$ cat src/ook_switch_command_encoder_assert.svh
// assertion macros for the ook switch command encoder
// needs clk and rst_n in the scope of the module that uses them
`ifndef OOK_SWITCH_COMMAND_ENCODER_ASSERT_SVH
`define OOK_SWITCH_COMMAND_ENCODER_ASSERT_SVH

// same-cycle implication, held off during reset
`define OOKSCE_ASSERT_IMPLIES(label, ante, cons) \
    label: assert property (@(posedge clk) disable iff (!rst_n) (ante) |-> (cons)) \
        else $error("ooksce assertion failed");

// next-cycle implication, held off during reset
`define OOKSCE_ASSERT_NEXT(label, ante, cons) \
    label: assert property (@(posedge clk) disable iff (!rst_n) (ante) |=> (cons)) \
        else $error("ooksce assertion failed");

`endif

$ cat src/ooksce_pkg.sv
// shared types and constants for the ook switch command encoder
// no dependencies
`timescale 1ns / 1ps

package ooksce_pkg;

    // item operation codes
    localparam logic OP_TICK  = 1'b0;
    localparam logic OP_START = 1'b1;

    // reset value of the time unit register
    localparam logic [15:0] BIT_TICKS_RESET = 16'd350;

    // frames per transmission
    localparam int REPEATS_DEFAULT = 4;

    // bit index of the sync pulse, after the twelve data bits
    localparam logic [3:0] SYNC_INDEX = 4'd12;

    // result of one beat
    typedef struct packed {
        logic pin_level;
        logic busy_res;
        logic finished;
    } res_t;

    // waveform engine status for the top level
    typedef struct packed {
        logic active;
    } wave_stat_t;

endpackage

$ cat src/ooksce_wave.sv
// waveform engine: frame latch, phase counters and pin level
// depends on ooksce_pkg
`timescale 1ns / 1ps

module ooksce_wave #(
    parameter int REPEATS = ooksce_pkg::REPEATS_DEFAULT
) (
    input  logic                    clk,
    input  logic                    rst_n,
    input  logic                    step,
    input  logic                    op,
    input  logic [7:0]              prefix,
    input  logic [3:0]              command,
    input  logic [15:0]             bit_ticks,
    output ooksce_pkg::res_t        res,
    output ooksce_pkg::wave_stat_t  stat
);

    localparam int RC_W = (REPEATS > 1) ? $clog2(REPEATS) : 1;
    localparam logic [RC_W-1:0] RC_LAST = RC_W'(REPEATS - 1);

    logic [11:0]     frame_bits_reg,   frame_bits_next;
    logic [RC_W-1:0] repeat_count_reg, repeat_count_next;
    logic [3:0]      bit_index_reg,    bit_index_next;
    logic            pulse_half_reg,   pulse_half_next;
    logic            high_phase_reg,   high_phase_next;
    logic [20:0]     tick_count_reg,   tick_count_next;
    logic            active_reg,       active_next;

    logic [15:0] unit;
    logic [17:0] unit3;
    logic [20:0] unit31;
    logic        is_sync;
    logic [3:0]  sel;
    logic        cur_bit;
    logic [20:0] phase_len;
    logic [21:0] tick_inc;
    logic        phase_end;

    // reverse bit order inside each nibble
    function automatic logic [7:0] nibble_reverse(input logic [7:0] b);
        logic [7:0] r;
        r = {b[0], b[1], b[2], b[3], b[4], b[5], b[6], b[7]};
        return {r[3:0], r[7:4]};
    endfunction

    // phase length in ticks
    always_comb
    begin
        unit      = (bit_ticks == 16'd0) ? 16'd1 : bit_ticks;
        unit3     = {1'b0, unit, 1'b0} + {2'b00, unit};
        unit31    = {unit, 5'b00000} - {5'b00000, unit};
        is_sync   = (bit_index_reg >= ooksce_pkg::SYNC_INDEX);
        sel       = 4'd11 - bit_index_reg;
        cur_bit   = is_sync ? 1'b0 : frame_bits_reg[sel];
        if (is_sync)
            phase_len = high_phase_reg ? {5'b00000, unit} : unit31;
        else if (pulse_half_reg && cur_bit)
            phase_len = high_phase_reg ? {3'b000, unit3} : {5'b00000, unit};
        else
            phase_len = high_phase_reg ? {5'b00000, unit} : {3'b000, unit3};
        tick_inc  = {1'b0, tick_count_reg} + 22'd1;
        phase_end = (tick_inc >= {1'b0, phase_len});
    end

    // next state and result
    always_comb
    begin
        frame_bits_next   = frame_bits_reg;
        repeat_count_next = repeat_count_reg;
        bit_index_next    = bit_index_reg;
        pulse_half_next   = pulse_half_reg;
        high_phase_next   = high_phase_reg;
        tick_count_next   = tick_count_reg;
        active_next       = active_reg;
        res.pin_level     = 1'b0;
        res.busy_res      = 1'b0;
        res.finished      = 1'b0;
        if (op == ooksce_pkg::OP_START)
        begin
            res.busy_res = 1'b1;
            if (!active_reg)
            begin
                frame_bits_next   = {nibble_reverse(prefix), command};
                repeat_count_next = '0;
                bit_index_next    = 4'd0;
                pulse_half_next   = 1'b0;
                high_phase_next   = 1'b1;
                tick_count_next   = 21'd0;
                active_next       = 1'b1;
            end
            else
            begin
                res.pin_level = high_phase_reg;
            end
        end
        else if (active_reg)
        begin
            res.pin_level = high_phase_reg;
            res.busy_res  = 1'b1;
            if (!phase_end)
            begin
                tick_count_next = tick_inc[20:0];
            end
            else
            begin
                tick_count_next = 21'd0;
                if (high_phase_reg)
                begin
                    high_phase_next = 1'b0;
                end
                else
                begin
                    high_phase_next = 1'b1;
                    if (is_sync)
                    begin
                        bit_index_next  = 4'd0;
                        pulse_half_next = 1'b0;
                        if (repeat_count_reg == RC_LAST)
                        begin
                            // last frame done, back to idle
                            active_next       = 1'b0;
                            repeat_count_next = '0;
                            high_phase_next   = 1'b0;
                            res.finished      = 1'b1;
                        end
                        else
                        begin
                            repeat_count_next = repeat_count_reg + RC_W'(1);
                        end
                    end
                    else if (!pulse_half_reg)
                    begin
                        pulse_half_next = 1'b1;
                    end
                    else
                    begin
                        pulse_half_next = 1'b0;
                        bit_index_next  = bit_index_reg + 4'd1;
                    end
                end
            end
        end
    end

    // control state
    always_ff @(posedge clk or negedge rst_n)
    begin
        if (!rst_n)
        begin
            frame_bits_reg   <= '0;
            repeat_count_reg <= '0;
            bit_index_reg    <= '0;
            pulse_half_reg   <= 1'b0;
            high_phase_reg   <= 1'b0;
            tick_count_reg   <= '0;
            active_reg       <= 1'b0;
        end
        else if (step)
        begin
            frame_bits_reg   <= frame_bits_next;
            repeat_count_reg <= repeat_count_next;
            bit_index_reg    <= bit_index_next;
            pulse_half_reg   <= pulse_half_next;
            high_phase_reg   <= high_phase_next;
            tick_count_reg   <= tick_count_next;
            active_reg       <= active_next;
        end
    end

    assign stat.active = active_reg;

endmodule

$ cat src/ook_switch_command_encoder.sv
// top level of the ook switch command encoder
// depends on ooksce_pkg, ooksce_wave and ook_switch_command_encoder_assert.svh
//
//  channel   handshake             payload
//  in        in_valid / in_stall   op, prefix, command
//  out       out_valid / out_stall pin_level, busy_res, finished
//  cfg       cfg_we                cfg_wdata (bit_ticks)
//
// the waveform state steps as a beat is accepted and the
// result lands in the output register on the same edge.
// one beat in and one out per cycle while out_stall is low.
// in_stall is high only while the output register holds a beat that is stalled.
// reset leaves the block idle with bit_ticks at 350.
`timescale 1ns / 1ps
`include "ook_switch_command_encoder_assert.svh"

module ook_switch_command_encoder #(
    parameter int REPEATS = ooksce_pkg::REPEATS_DEFAULT
) (
    input  logic        clk,
    input  logic        rst_n,
    input  logic        in_valid,
    output logic        in_stall,
    input  logic        op,
    input  logic [7:0]  prefix,
    input  logic [3:0]  command,
    output logic        out_valid,
    input  logic        out_stall,
    output logic        pin_level,
    output logic        busy_res,
    output logic        finished,
    input  logic        cfg_we,
    input  logic [15:0] cfg_wdata
);

    logic [15:0]            bit_ticks_reg;
    logic                   out_valid_reg, out_valid_next;
    ooksce_pkg::res_t       out_res_reg;
    ooksce_pkg::res_t       res_next;
    ooksce_pkg::wave_stat_t stat;
    logic                   in_acc;

    // accept when the output register is free or draining
    assign in_stall = out_valid_reg & out_stall;
    assign in_acc   = in_valid & ~in_stall;

    // time unit register
    always_ff @(posedge clk or negedge rst_n)
    begin
        if (!rst_n)
            bit_ticks_reg <= ooksce_pkg::BIT_TICKS_RESET;
        else if (cfg_we)
            bit_ticks_reg <= cfg_wdata;
    end

    // waveform engine
    ooksce_wave #(
        .REPEATS (REPEATS)
    ) u_wave (
        .clk       (clk),
        .rst_n     (rst_n),
        .step      (in_acc),
        .op        (op),
        .prefix    (prefix),
        .command   (command),
        .bit_ticks (bit_ticks_reg),
        .res       (res_next),
        .stat      (stat)
    );

    // output register
    always_comb
    begin
        if (in_acc)
            out_valid_next = 1'b1;
        else if (!out_stall)
            out_valid_next = 1'b0;
        else
            out_valid_next = out_valid_reg;
    end

    always_ff @(posedge clk or negedge rst_n)
    begin
        if (!rst_n)
            out_valid_reg <= 1'b0;
        else
            out_valid_reg <= out_valid_next;
    end

    always_ff @(posedge clk)
    begin
        if (in_acc)
            out_res_reg <= res_next;
    end

    assign out_valid = out_valid_reg;
    assign pin_level = out_res_reg.pin_level;
    assign busy_res  = out_res_reg.busy_res;
    assign finished  = out_res_reg.finished;

    // checks
    `OOKSCE_ASSERT_NEXT(a_start_goes_busy,
        in_acc && op == ooksce_pkg::OP_START, stat.active)
    `OOKSCE_ASSERT_NEXT(a_finish_goes_idle,
        in_acc && res_next.finished, !stat.active && out_valid && finished)
    `OOKSCE_ASSERT_IMPLIES(a_level_only_when_busy,
        out_valid && (pin_level || finished), busy_res)

endmodule

$ cat config.mk
export PLATFORM = sky130hd
export DESIGN_NAME = ook_switch_command_encoder
export DESIGN_NICKNAME = d
export VERILOG_FILES = /design/src/ooksce_pkg.sv /design/src/ooksce_wave.sv /design/src/ook_switch_command_encoder.sv
export VERILOG_INCLUDE_DIRS = /design/src /design/src/src
export SDC_FILE = /design/constraint.sdc
export NUM_CORES = 1
export LEC_CHECK = 0
export BUFFER_PORTS_ARGS = -buffer_cell sky130_fd_sc_hd__buf_2
export CORE_ASPECT_RATIO = 2
export CORE_UTILIZATION = 40
export DETAILED_ROUTE_END_ITERATION = 16
export GPL_TIMING_DRIVEN = 0
export PLACE_DENSITY = 0.69
export SYNTH_ARGS = -nofsm -noshare
export SYNTH_HDL_FRONTEND = slang
export SYNTH_SLANG_ARGS = --single-unit
$ cat constraint.sdc
create_clock -name clk -period 6 [get_ports clk]
set_clock_uncertainty 0.15 [all_clocks]
set_input_delay 0 -clock clk [delete_from_list [all_inputs] [get_ports clk]]
set_output_delay 0 -clock clk [all_outputs]
set_load 0.005 [all_outputs]
==> metrics.md, run 1 <==
| Metric | Value |
|---|---|
| Status | `completed` |
| DR iter-0 viols | `196` |
| Critical path fanouts, max | `10` |
| M3 GR Usage | `3.19%` |
| WP buf/inv | `3` |
| Via count | `5706` |
| Area of the multi-input gates | `0.00424 sq mm` |
| Cells on Worst Hold Path | `3` |
| Max-Cap Viols | `0` |
| IO Count | `39` |
| Clk sinks | `62` |
| Die X-Extent | `87.9 um` |
| Pwr Density | `203 mW/mm^2` |
| Largest delay share family, worst path | `compound AO/OA/AOI/OAI gates` |
| Fin nets | `899` |
| H-tree lvl count | `3` |
| Start of the worst register-to-register path | `bit_ticks_reg[9]` |
| First-pass GRT wire length | `28900 um` |
| Initial core utilization | `41.1%` |
| Mux share of post-synthesis cell area | `6.07%` |
| DRT Pass-1 Iters | `5` |
| Critical Path Source Type | `register` |
| Max Fclk | `172 MHz` |
| Clk root buf | `clkbuf_16` |
| Commonest non-fill, non-tap cell in the layout | `nand2_1` |
| Final Setup Violations | `0` |
| Filler Cells Inserted | `1397` |
| CTS tree | `done` |
| Routability cong. | `0.927` |
| Worst stage delay on the critical path | `0.57 ns` |
| Largest net degree at the start of global routing | `60` |
| Mapped Cells | `711` |
| Initial antenna violation count | `0` |
| Crit path depth | `23` |
| Reg2Reg Capture Point | `u_wave.pulse_half_reg` |
| Final worst slack | `0.200 ns` |
| Detail Route Antenna Nets | `0` |
| GRT Overall Usage | `25.2%` |
| Die area | `0.0153 sq mm` |
| Reg-to-reg slack, setup | `0.20 ns` |
| Final HPWL from detailed placement | `14300 um` |
| Crit-path slowest cell | `a211oi_1` |
| Core ar. | `0.0144 sq mm` |
| Simple-Gate Fraction of Synth Area | `20.0%` |
| Register area share after synthesis | `26.7%` |
| Final Max Slew Viols | `0` |
| Slew margin rel. | `47.8%` |
| Synth-to-Final Area Change | `22.3%` |
| Critical path endpoint category | `register` |
| Most frequent cells in the layout | `97 x nand2_1, 65 x ha_1, 57 x o21ai_0` |
| Synthesized area | `0.00590 sq mm` |
| N_diodes | `0` |
| Pre-CTS WS | `-1.12 ns` |
| GR Overflow Total | `0` |
| XOR/XNOR Fraction of Synth Area | `7.15%` |
| Final hold viol count | `0` |
| Most frequent CP cell | `ha_1` |
| Largest family of logic cells by synthesized area | `compound AO/OA/AOI/OAI gates` |
| Die Ht | `174 um` |
| Num rows | `62` |
| GRT busiest layer | `met2` |
| Cells along the critical path | `inv_1 > ha_1 > and4_4 > nand3_4 > buf_8 > nand2_1 > ha_1 > nor4b_2 > o2111ai_1 > a211oi_1 > o31ai_1 > a21oi_1 > o31ai_1 > a32oi_1 > ha_1 > a21oi_2 > o21ai_4 > a2111oi_4 > a41o_1 > and2_4 > clkbuf_4 > nor3_1 > a211o_1` |
| Synth Area in Adders | `14.0%` |
| Worst-Skew Late Latency | `0.34 ns` |
| Vias in the first global route | `6044` |
| Critical path class | `reg2reg` |
| Top FF cell, synth | `dfrtp_1` |
| YS warnings | `0` |
| Min Clock Period, post-route | `5.80 ns` |
| Max FFs per register | `21` |
| Post-synthesis cell type count | `64` |
| FF-to-FF path depth | `23` |
| CTS buffer count | `9` |
| Clock transition at path regs | `0.06 ns` |
| Slew @ Worst Pin | `0.778 ns` |
| Finished Core Util | `50.3%` |
| Min-Delay Endpoint | `u_wave.repeat_count_reg[0]` |
| Post-synth net total | `811` |
| Synth Area in Compound Gates | `21.7%` |
| Layout cells sized above 1 | `16.4%` |
| Peak VDD IR | `141 uV` |
| Mean post-synth cell area | `8.30 sq um` |
| Post-synth EDFFs | `3` |
| WP data arrival | `5.88 ns` |
| Vias per cell | `5.73` |
| Met2 Usage GRT | `48.2%` |
| Clock Path Buffers | `2` |
| DRC Markers | `0` |
| Register area | `0.00157 sq mm` |
| Ys async rst share | `95.2%` |
| Wire per inst | `18.3 um` |
| Met1 Use GR | `21.3%` |
| Worst EP required | `6.08 ns` |
| Yosys reg bits | `62` |
| PortBufs | `38` |
| Total wire length | `18200 um` |
| Final Cycle Share | `96.7%` |
| P_leak | `3.27 nW` |
| Worst Hold Class | `in2reg` |
| Hold path start | `op` |
-- stage by stage --
stage / TNS [ns] / hold slack [ns] / area [sq um] / power [mW] / std cells
finish: 0 / 0.0536 / 7210 / 1.47 / 996
global route: -0.00984 / 0.107 / 7210 / 1.54 / 996
CTS: 0 / 0.0536 / 7050 / 1.45 / 990
detailed placement: -29.47 / 0.0591 / 6330 / 0.888 / 941
global placement: -27.94 / 0.0566 / 6330 / 0.883 / 941
floorplan: 0 / -0.446 / 5900 / 0.766 / 711
-- worst min-delay path: stages --
cell and delay, ns:
buf_2 0.11, clkbuf_1 0.20, o21ai_0 0.19
-- metal layers --
layer | wire [um] | share of wire, %
met5 | 0 | 0
met4 | 1450 | 8.0
met1 | 5950 | 33
met3 | 414 | 2.3
met2 | 10400 | 57
-- cell type report --
type / instances / share of cell area [%]
Clock buffer: 10 / 3.47
Sequential cell: 62 / 21.8
Buffer: 28 / 1.75
Clock inverter: 6 / 0.694
Tap cell: 192 / 3.33
Inverter: 40 / 2.08
Multi-Input combinational cell: 581 / 58.8
Timing Repair Buffer: 77 / 8.05
-- cells in the mapped netlist (3+ instances only) --
master / instances / area share [%]
a21oi_1: 37 / 3.1
mux2_2: 16 / 3.1
a211oi_1: 7 / 0.89
nand4_1: 9 / 0.95
and4_1: 3 / 0.45
a31o_2: 4 / 0.59
xor2_1: 14 / 2.1
edfxtp_1: 3 / 1.5
inv_1: 40 / 2.5
nand3_1: 27 / 2.3
o21ai_0: 60 / 5.1
a41o_1: 5 / 0.85
a21o_1: 13 / 1.7
ha_1: 66 / 14
and2_1: 5 / 0.53
a22o_1: 6 / 0.89
nor2_1: 37 / 2.4
dfrtp_1: 53 / 22
o211ai_1: 11 / 1.4
mux4_2: 3 / 1.1
or3_1: 5 / 0.53
o2111ai_1: 5 / 0.74
mux2i_1: 11 / 1.9
dfstp_2: 6 / 2.7
clkbuf_1: 26 / 1.7
nor3_1: 15 / 1.3
o31ai_1: 6 / 0.76
or2_2: 4 / 0.42
a31oi_1: 11 / 1.2
a41oi_1: 4 / 0.59
nor4b_1: 3 / 0.45
nor2b_1: 10 / 1.1
and3_1: 8 / 0.85
xnor2_1: 31 / 4.6
nand2_1: 98 / 6.2
a211o_1: 3 / 0.45
nand2b_1: 10 / 1.1
-- cells by family (layout without fill, tap and decap cells) --
logic type,after synthesis,in the layout
simple gates,244,244
buf+inv,68,161
flops,62,62
compound gates,195,195
fa+ha+maj,66,66
xor+xnor,46,46
mux,30,30
-- power breakdown --
group,switching (mW),leakage (nW),internal [mW]
clock,0.221,0.141,0.310
combinational,0.283,2.34,0.195
sequential,0.0187,0.789,0.440
-- how the worst max path moves through the flow --
| stage | startpoint | endpoint | slack [ns] |
|---|---|---|---|
| global placement | bit_ticks_reg[14] | u_wave.tick_count_reg[0] | -1.08 |
| finish | bit_ticks_reg[9] | u_wave.pulse_half_reg | 0.20 |
| floorplan | bit_ticks_reg[2] | u_wave.pulse_half_reg | 0.57 |
| detailed placement | bit_ticks_reg[2] | u_wave.tick_count_reg[0] | -1.12 |
| global route | bit_ticks_reg[6] | u_wave.bit_index_reg[1] | -0.01 |
| CTS | bit_ticks_reg[2] | u_wave.pulse_half_reg | 0.01 |
-- timing repair --
item | 4_1_cts | 5_1_grt
endpoints found under the hold margin | 83 | 0
hold buffers | 33 | 0
endpoints found under the setup margin | 31 | 30
pin swaps | 1 | 6
setup buffers | 0 | 6
resized for setup | 23 | 26
cloned | 0 | 0
Note: power is estimated with default switching activity, not from simulation.
==> run 2: changes to the inputs <==
CAP_MARGIN = 20   (was default)
CTS_BUF_LIST = sky130_fd_sc_hd__clkbuf_4   (was default)
==> run 2 against run 1 <==
Against the previous run: non-clock buffer count up 13; register-to-register slack about the same; core utilization down 0.50 points; the flow now finishes with violations (negative hold slack); sequential share of layout area up 0.22 points.
==> metrics.md, run 2 (synthesized netlist as in run 1, its figures left out) <==
| Metric | Value |
|---|---|
| DRT Pass-1 Iters | `5 (unchanged)` |
| Pre-CTS WS | `-1.10 ns (+0.0182 ns)` |
| WP buf/inv | `3 (unchanged)` |
| Critical Path Source Type | `register` |
| Min-Delay Endpoint | `bit_ticks_reg[4]` |
| Area of the multi-input gates | `0.00420 sq mm (-1.1%)` |
| Wire per inst | `18.4 um (+0.76%)` |
| Slew @ Worst Pin | `0.954 ns (+0.176 ns)` |
| PortBufs | `38 (unchanged)` |
| Worst Hold Class | `in2reg` |
| DRC Markers | `0 (unchanged)` |
| Core ar. | `0.0144 sq mm (unchanged)` |
| Clk root buf | `clkbuf_4` |
| Hold path start | `cfg_we` |
| Min Hold Slack | `-0.0378 ns (-0.0914 ns)` |
| Clk sinks | `62 (unchanged)` |
| Reg-to-reg slack, setup | `0.20 ns (about the same)` |
| Total wire length | `18600 um (+2.2%)` |
| Max FFs per register | `21 (unchanged)` |
| Final hold viol count | `7 (+7)` |
| Initial core utilization | `41.1% (unchanged)` |
| Initial antenna violation count | `1 (+1)` |
| Register area | `0.00157 sq mm (unchanged)` |
| Setup TNS | `0 ns (unchanged)` |
| Vias per cell | `5.72 (-0.12%)` |
| Status | `complete, but fails checks` |
| Worst-Skew Late Latency | `0.45 ns (+0.11 ns)` |
| Worst stage delay on the critical path | `0.49 ns (-0.08 ns)` |
| H-tree lvl count | `3 (unchanged)` |
| Cells along the critical path | `inv_2 > ha_1 > and4_4 > nand3_4 > buf_8 > nand2_1 > inv_1 > ha_1 > or3_1 > o2111ai_4 > o211ai_1 > o2111a_2 > o41ai_4 > xor2_1 > a22oi_1 > ha_1 > nand2_1 > o21ai_2 > o2111ai_2 > a41o_1 > and2_4 > or4_1 > a32o_1` |
| Routability cong. | `0.927 (unchanged)` |
| Die Ht | `174 um (unchanged)` |
| Final HPWL from detailed placement | `14400 um (+1.0%)` |
| Num rows | `62 (unchanged)` |
| CTS buffer count | `9 (unchanged)` |
| GR Overflow Total | `0 (unchanged)` |
| Die X-Extent | `87.9 um (unchanged)` |
| Most frequent CP cell | `ha_1` |
| IO Count | `39 (unchanged)` |
| Max-Cap Viols | `0 (unchanged)` |
| Clock transition at path regs | `0.14 ns (+0.08 ns)` |
| Via count | `5779 (+1.3%)` |
| Pwr Density | `177 mW/mm^2 (-13%)` |
| Post-Layout Inst Area | `0.00714 sq mm (-0.99%)` |
| CTS tree | `done` |
| Critical path endpoint category | `register` |
| Vias in the first global route | `6174 (+2.2%)` |
| GRT Overall Usage | `25.7% (+0.54 points)` |
| Synth-to-Final Area Change | `21.1%` |
| Failing checks | `negative hold slack` |
| Reg2Reg Capture Point | `u_wave.bit_index_reg[1]` |
| Worst EP required | `6.19 ns (+0.11 ns)` |
| Fin nets | `912 (+1.4%)` |
| Slew margin rel. | `36.2% (-12 points)` |
| FF-to-FF path depth | `23 (unchanged)` |
| Max Fclk | `172 MHz (about the same)` |
| DR iter-0 viols | `218 (+11%)` |
| Die area | `0.0153 sq mm (unchanged)` |
| Final Setup Violations | `0 (unchanged)` |
| Final Cycle Share | `96.7% (about the same)` |
| Critical path class | `reg2reg` |
| Most frequent cells in the layout | `96 x nand2_1, 66 x ha_1, 57 x o21ai_0` |
| P_leak | `3.24 nW (-0.88%)` |
| Detail Route Antenna Nets | `0 (unchanged)` |
| Largest delay share family, worst path | `compound AO/OA/AOI/OAI gates` |
| Placed cell area | `0.00635 sq mm (+0.32%)` |
| Commonest non-fill, non-tap cell in the layout | `nand2_1` |
| Layout cells sized above 1 | `15.5% (-0.87 points)` |
| Clock Path Buffers | `2 (unchanged)` |
| Peak VDD IR | `93.2 uV (-34%)` |
| Min Clock Period, post-route | `5.80 ns (+0.00336 ns)` |
| Critical path fanouts, max | `8 (-2)` |
| Start of the worst register-to-register path | `bit_ticks_reg[14]` |
| Final worst slack | `0.196 ns (-0.00336 ns)` |
| Cells on Worst Hold Path | `3 (unchanged)` |
| Filler Cells Inserted | `1430 (+2.4%)` |
| First-pass GRT wire length | `29600 um (+2.6%)` |
| Largest net degree at the start of global routing | `36 (-40%)` |
| Crit-path slowest cell | `or4_1` |
| Final Max Slew Viols | `0 (unchanged)` |
| WP data arrival | `6.00 ns (+0.12 ns)` |
==> run 2: cell types whose count changed in the layout (fill, tap and decap cells not counted), moves of 2 or more <==
| cell | delta |
|---|---|
| dlygate4sd3_1 | +13 |
| clkbuf_16 | -10 |
| clkbuf_4 | +8 |
| a21oi_1 | +3 |
| a21oi_2 | -3 |
| buf_2 | +2 |
==> run 2: power by group <==
part | switching (mW) | total, mW | internal (mW) | leakage, nW
Sequential | 0.0181 | 0.457 | 0.439 | 0.789
Clock | 0.191 | 0.322 | 0.131 | 0.0736
Combinational | 0.284 | 0.484 | 0.200 | 2.38
Total | 0.494 | 1.26 | 0.771 | 3.24
==> run 2: how the worst max path moves through the flow <==
stage | start | endpoint | slack, ns | cells past startpoint
finish | bit_ticks_reg[14] | u_wave.bit_index_reg[1] | 0.20 | 23
global route | bit_ticks_reg[13] | u_wave.bit_index_reg[1] | -0.05 | 23
CTS | bit_ticks_reg[2] | u_wave.tick_count_reg[0] | 0.006 | 22
detailed placement | bit_ticks_reg[8] | u_wave.tick_count_reg[0] | -1.10 | 22
global placement | bit_ticks_reg[14] | u_wave.tick_count_reg[0] | -1.08 | 23
floorplan | bit_ticks_reg[2] | u_wave.pulse_half_reg | 0.57 | 23
==> run 2: per-layer routing <==
metal,GRT usage [%],routed length [um],vias to the layer above
met5,0,0,-
met4,20.3,1320,0
met3,2.57,431,77
met2,49.9,10700,164
met1,22.4,6160,2757
li1,-,-,2781
==> run 2: final cells by class <==
cell class                 instances  area share [%]
sequential                        62            22.0
inverter                          40            2.10
clock buffer                       9           0.946
timing repair buffer              90            9.91
tap                              192            3.36
buffer                            28            1.73
antenna                            1          0.0350
clock inverter                     7            1.12
multi-input combinational        581            58.7
==> run 2: stage by stage <==
step,util [%],total power [mW],instances
floorplan,-,0.766,711
global placement,44.1,0.883,941
detailed placement,44.2,0.890,942
CTS,49.1,1.25,1004
global route,49.8,1.34,1010
finish,49.8,1.26,1010
==> run 2: tightest hold or removal path, cell delays in order <==
cell,delay [ns]
buf_2,0.12
clkbuf_1,0.22
o21ai_0,0.20
==> run 2: what timing repair did <==
item | in CTS | in global routing
hold buffers | 46 | 0
hold endpoints to repair | 95 | 0
gates resized for setup | 22 | 17
setup buffers | 0 | 5
pin swaps | 1 | 8
endpoints found under the setup margin | 31 | 31
